### config.mk
export PLATFORM = sky130hd
export DESIGN_NAME = srws_front
export DESIGN_NICKNAME = d
export VERILOG_FILES = /design/src/rtl/srws_pkg.sv /design/src/rtl/srws_front.sv
export SDC_FILE = /design/constraint.sdc
export NUM_CORES = 1
export LEC_CHECK = 0
export BUFFER_PORTS_ARGS = -buffer_cell sky130_fd_sc_hd__buf_2
export CORE_MARGIN = 3
export CORE_UTILIZATION = 40
export DETAILED_ROUTE_END_ITERATION = 8
export GPL_ROUTABILITY_DRIVEN = 1
export REMOVE_ABC_BUFFERS = 1
export SLEW_MARGIN = 30
export SYNTH_ARGS = -nofsm -noshare
export SYNTH_HDL_FRONTEND = slang
export SYNTH_SLANG_ARGS = --single-unit
### constraint.sdc
create_clock -name clk_i -period 7.3 [get_ports clk_i]
set_input_delay 2.19 -clock clk_i [delete_from_list [all_inputs] [get_ports clk_i]]
set_output_delay 2.19 -clock clk_i [all_outputs]
set_load 0.02 [all_outputs]
### src/rtl/srws_pkg.sv
package srws_pkg;

  localparam int unsigned RING_DEPTH     = 64;
  localparam int unsigned WINDOW_SAMPLES = 20;

  localparam int unsigned AW   = $clog2(RING_DEPTH);
  localparam int unsigned CW   = $clog2(RING_DEPTH + 1);
  localparam int unsigned NW   = $clog2(WINDOW_SAMPLES + 1);
  localparam int unsigned XW   = 16 + $clog2(WINDOW_SAMPLES);
  localparam int unsigned SXW  = XW + NW;
  localparam int unsigned SYW  = 16 + NW;
  localparam int unsigned SXXW = 2 * XW + NW;
  localparam int unsigned SXYW = XW + 16 + NW;
  localparam int unsigned P1W  = NW + SXXW;
  localparam int unsigned P2W  = 2 * SXW;
  localparam int unsigned P3W  = NW + 1 + SXYW;
  localparam int unsigned P4W  = SXW + 1 + SYW;
  localparam int unsigned DENW = ((P1W > P2W) ? P1W : P2W) + 1;
  localparam int unsigned NUMW = ((P3W > P4W) ? P3W : P4W) + 1;
  localparam int unsigned MAGW = NUMW;
  localparam int unsigned DVW  = MAGW + 16;
  localparam int unsigned RW   = DENW - 1;
  localparam int unsigned DCW  = $clog2(DVW + 1);

  localparam logic [15:0] SLOPE_SCALE = 16'd36000;

  localparam int unsigned WORD_W = 96;

  typedef enum logic [1:0] {
    OP_PUSH  = 2'd0,
    OP_READ  = 2'd1,
    OP_SLOPE = 2'd2,
    OP_CLEAR = 2'd3
  } op_e;

  typedef enum logic [2:0] {
    CFG_DETACHED   = 3'd0,
    CFG_INVALID    = 3'd1,
    CFG_WINDOW     = 3'd2,
    CFG_MAX_GAP    = 3'd3,
    CFG_MIN_POINTS = 3'd4
  } cfg_idx_e;

  typedef enum logic [3:0] {
    ST_IDLE,
    ST_READ,
    ST_NEWEST,
    ST_WADDR,
    ST_WDATA,
    ST_MUL1,
    ST_MUL2,
    ST_SUB,
    ST_ABS,
    ST_SCALE,
    ST_DIV,
    ST_FIN,
    ST_DONE
  } back_state_e;

  typedef struct packed {
    op_e         op;
    logic [31:0] sample_time;
    logic [63:0] temps;
    logic [1:0]  probe_select;
    logic [5:0]  age_index;
  } cmd_t;

  typedef struct packed {
    logic valid;
    cmd_t cmd;
  } q_head_t;

  typedef struct packed {
    logic [15:0] detached_code;
    logic [15:0] invalid_code;
    logic [15:0] window_seconds;
    logic [15:0] max_gap_seconds;
    logic [4:0]  min_points;
  } cfg_t;

  typedef struct packed {
    logic        ok;
    logic [31:0] read_time;
    logic [63:0] temps;
    logic [31:0] slope;
    logic [6:0]  stored_count;
  } res_t;

  function automatic logic [AW-1:0] slot_of(logic [AW-1:0] wp, logic [CW-1:0] age);
    logic [AW:0] s;
    s = (AW+1)'(wp) + (AW+1)'(RING_DEPTH - 1) - (AW+1)'(age);
    if (s >= (AW+1)'(RING_DEPTH)) begin
      s = s - (AW+1)'(RING_DEPTH);
    end
    return s[AW-1:0];
  endfunction

endpackage

### src/rtl/srws_front.sv
module srws_front (
  input  logic                clk_i,
  input  logic                rst_ni,
  input  logic                s_axis_tvalid_i,
  output logic                s_axis_tready_o,
  input  logic [103:0]        s_axis_tdata_i,
  input  logic [1:0]          s_axis_tuser_i,
  output srws_pkg::q_head_t   head_o,
  input  logic                pop_i
);

  srws_pkg::cmd_t slot_q [2];
  srws_pkg::cmd_t in_cmd;
  logic       wr_q, wr_d, rd_q, rd_d;
  logic [1:0] cnt_q, cnt_d;
  logic       push;

  always_comb begin
    in_cmd.op           = srws_pkg::op_e'(s_axis_tuser_i);
    in_cmd.sample_time  = s_axis_tdata_i[31:0];
    in_cmd.temps        = s_axis_tdata_i[95:32];
    in_cmd.probe_select = s_axis_tdata_i[97:96];
    in_cmd.age_index    = s_axis_tdata_i[103:98];
  end

  assign s_axis_tready_o = (cnt_q != 2'd2);
  assign push            = s_axis_tvalid_i && s_axis_tready_o;

  always_comb begin
    wr_d  = push ? ~wr_q : wr_q;
    rd_d  = pop_i ? ~rd_q : rd_q;
    cnt_d = cnt_q + 2'(push) - 2'(pop_i);
  end

  always_ff @(posedge clk_i or negedge rst_ni) begin
    if (!rst_ni) begin
      wr_q  <= 1'b0;
      rd_q  <= 1'b0;
      cnt_q <= 2'd0;
    end else begin
      wr_q  <= wr_d;
      rd_q  <= rd_d;
      cnt_q <= cnt_d;
    end
  end

  always_ff @(posedge clk_i) begin
    if (push) begin
      slot_q[wr_q] <= in_cmd;
    end
  end

  assign head_o.valid = (cnt_q != 2'd0);
  assign head_o.cmd   = slot_q[rd_q];

endmodule

## Yosys cells after proc, flatten, opt, wreduce, memory -nomap -nowiden

Memories as Yosys holds them, arrays and structs flattened.
Cells that the tools add are included.

- $add $sub $neg: 2
- Equality and inequality tests: 1
- Muxes and demuxes: 2
- Bitwise gates (word level): 2
- Reduce and logical (&&, ||, !) cells: 2

Operators with widths:

| cell | number |
|---|---|
| $add A2 B1 Y2 | 1 |
| $mux W1 | 2 |
| $ne A2 B2 Y1 const B | 1 |
| $not A1 Y1 | 2 |
| $reduce_bool A2 Y1 | 1 |
| $sub A2 B1 Y2 | 1 |
| $logic_and A1 B1 Y1 | 1 |

- Flip-flop bits (word level): 4
- RAM bits: 212
- Word-level logic and storage cells: 13
- Memories: 1

Memories:

| memory | depth | bits a word | read ports | clocked after memory_dff | wr ports | line | text |
|---|---|---|---|---|---|---|---|
| slot_q | 2 | 106 | 1 | 0 | 1 | srws_front.sv:12 | `srws_pkg::cmd_t slot_q [2];` |

## Longest topological paths before layout

- Word-level depth: 4
- Gate-level depth with buffers: 5

## Least setup slack after synthesis

No wires, ideal clock.

- Path kind: input to register
- Start: in s_axis_tvalid_i
- End: mem slot_q[0][0] (netlist bit) (enable)
- Data arrival time: 6712 ps
- Data required time: 6728 ps
- Setup slack: 15 ps
- Stages on the path: 2
- Buffers on the path: 0
- Cells stage by stage: nand2_1 nor2_1

- Longest elaborated chain between the ends: 3

Ends and longest elaborated chain:

| item | line | text |
|---|---|---|
| start: declaration | srws_front.sv:4 | `input logic s_axis_tvalid_i,` |
| $logic_and A1 B1 Y1 | srws_front.sv:27 | `assign push = s_axis_tvalid_i && s_axis_tready_o;` |
| $mux W1 | srws_front.sv:48 | `if (push) begin` |
| $mux W1 (not written as such) | srws_front.sv:49 | `slot_q[wr_q] <= in_cmd;` |
| end: declaration | srws_front.sv:12 |  |

No other way between the ends.

==> run metrics <==
Final ANT Viol Nets=0; Internal Power=2.87 mW; WHS=0.562 ns; dpl ws=approximately 3.1 ns; DRT iter0 DRCs=141; ranking of synthesized cells by area=edfxtp_1 80%, mux2_2 11%, mux2_4 5.7%; Syn Std Cell Area=between 7000 and 8000 sq um; Worst Path Required=between 5 and 6 ns; IO Port Bufs=roughly 220; final WL=around 15000 um; synth warn=0; final period utilization=about three fifths; # setup viols final=0; TritonCTS buffer count=23; switching pwr=around 1.3 mW; Post-DP HPWL=9850 um; # hold bufs at CTS=0; GRT Util Overall=roughly 14%; Comb pwr share=between 30% and 40%; Hold/Removal Path Class=flip-flop to flip-flop; area of the die=21600 sq um; final design utilization=a little over half; DRC=0; post-CTS setup buffers=0; vias per cell=between 4 and 5; fin. max-slew vios=0; NumNets Final=693; top post-synthesis cells by count=212 x edfxtp_1, 76 x mux2_2, 30 x mux2_4, 7 x buf_2, 5 x buf_6; Worst Setup Start Kind=flip-flop; cells on worst reg2reg path=3; CTS tree=yes; CTS resizes=0; Clock Path Buffers=3; max-cap violations=0; outcome=complete, no violations; Clock power frac=roughly a quarter; largest net degree at the start of global routing=55; Sw Ratio=31.8%; Starting Density=41.6%; register area share after synthesis=81.2%; Avg WL per Cell=between 15 and 20 um; power density over cell area=420 nW/um^2; worst-margin pin slew=between 0.7 and 0.8 ns; Max-slew headroom=between 40% and 50%; fmax=approximately 0.22 GHz; syn_area_per_cell=roughly 23 sq um; most frequent cell after synthesis=edfxtp_1; final hold violations=0; static leakage=between 3 and 4 nW; Rows=50; area growth from synthesis to layout=25.7%; CP max-delay cell=dfrtp_4; drt first pass iters=4; DIE HEIGHT=147 um; Setup Skew=between 0.01 and 0.015 ns; Async SR Flop Fraction=under 10%; CP endpoint kind=primary output; Worst-path clk slew=0.06 ns; H-tree levels=1; Most used DFF post-synth=edfxtp_1; Seq pwr share=between 40 and 50%; unrepaired setup endpoints after global routing=no; Die Width=147 um; first-pass GRT wire length=23400 um; share of cells above drive strength 1=approximately three fifths; clk_lat worst skew=approximately 0.49 ns; Worst Path Max Fanout=39; vias post-DR=3949; initial antenna violation count=3; vias in the first global route=4263; post-synth top area share=roughly 80%; Root Buffer=clkbuf_16; Arrival @ worst endpoint=around 2.3 ns; flops & latches, synth=between 200 and 250; gpl congestion=around 0.72; Gate Count Post-Synth=~350; Peak VDD IR=about 0.00024 V; WS Path Type=flip-flop to primary output; CP peak stage delay=0.69 ns; cell taking the most area after synthesis=edfxtp_1; Final Critical Period=4.52 ns; GRT overflow=0; number of clock sinks=roughly 220; crit-path cells=buf_4 -> mux2_2 -> buf_2; setup_tns=0 ns; Core ar.=19100 sq um; Hold Path Stages=1; setup ws final=2.78 ns; Fill cells=around 1600; library cells used by synthesis=17; IO Pins=218; EDFF count, synth=212
-- through the flow --
step / total power, mW / area [sq um] / cells
3_3_place_gp: 3.18 / 9330 / 816
5_1_grt: 4.42 / 10000 / 852
3_5_place_dp: 3.22 / 9350 / 817
4_1_cts: 4.28 / 10000 / 852
6_report: 4.20 / 10000 / 853
2_1_floorplan: 2.82 / 7870 / 335
-- critical path: cells and delay by family (launching register included) --
| kind | cells | cell delay, ns |
|---|---|---|
| buffers and inverters | 2 | 0.73 |
| flip-flops | 1 | 0.69 |
| multiplexers | 1 | 0.41 |
-- logic make-up (layout without fill, tap and decap cells) --
group / count (synthesis) / in the layout / share of synthesized area, %
fa+ha+maj: 1 / 1 / 0.157
simple gates: 6 / 6 / 0.424
xor+xnor: 4 / 4 / 0.440
mux: 106 / 106 / 16.4
other cells: 0 / 1 / 0
flops: 216 / 216 / 81.2
compound gates: 2 / 2 / 0.189
buf+inv: 12 / 257 / 1.15
-- registers in the layout (all words and copies together), names as in the netlist --
name	flops
slot_q	212
cnt_q	2
rd_q	1
wr_q	1
-- worst paths after layout --
check / startpoint / endpoint / slack, ns
max: rd_q / head_o[63] / 2.78
min: cnt_q[0] / cnt_q[0] / 0.56
max reg2reg: cnt_q[0] / slot_q[1][98] / 4.88
min reg2reg: cnt_q[0] / cnt_q[0] / 0.56
max in group asynchronous: rst_ni / rd_q / 5.67
min in group asynchronous: rst_ni / rd_q / 1.49
-- metal layers --
metal  vias to the layer above  wire (um)  track usage, %
met3                        35       1540            5.64
met2                       159       7060            21.8
met1                      1893       5980            17.0
li1                       1856          -               -
met5                         -         35               0
met4                         6        428            4.05
-- power by group through the flow --
stage                     clock network (mW)  registers (mW)  logic, mW
after global placement                     0            1.86       1.32
final                                   1.03            1.80       1.37
after detailed placement                   0            1.82       1.40
after floorplan                            0            1.89      0.929
after CTS                               1.07            1.80       1.41
after global routing                    1.12            1.83       1.47
-- layout by cell type (no fill, tap or decap), types with 3 or more instances in the layout --
master and instances:
buf_2 217, buf_4 4, clkbuf_1 6, clkbuf_16 23, clkinv_2 4, dfrtp_1 3
edfxtp_1 212, mux2_2 76, mux2_4 30, xnor2_1 3
-- cell type report --
type                       count  area, sq um  area share [%]
multi-input combinational    119         1420            14.1
clock buffer                  29          598            5.98
timing repair buffer         222         1140            11.4
sequential                   216         6470            64.6
clock inverter                 6         53.8           0.538
tap                          260          325            3.25
antenna                        1         2.50          0.0250
Note: power is estimated with default switching activity, not from simulation.
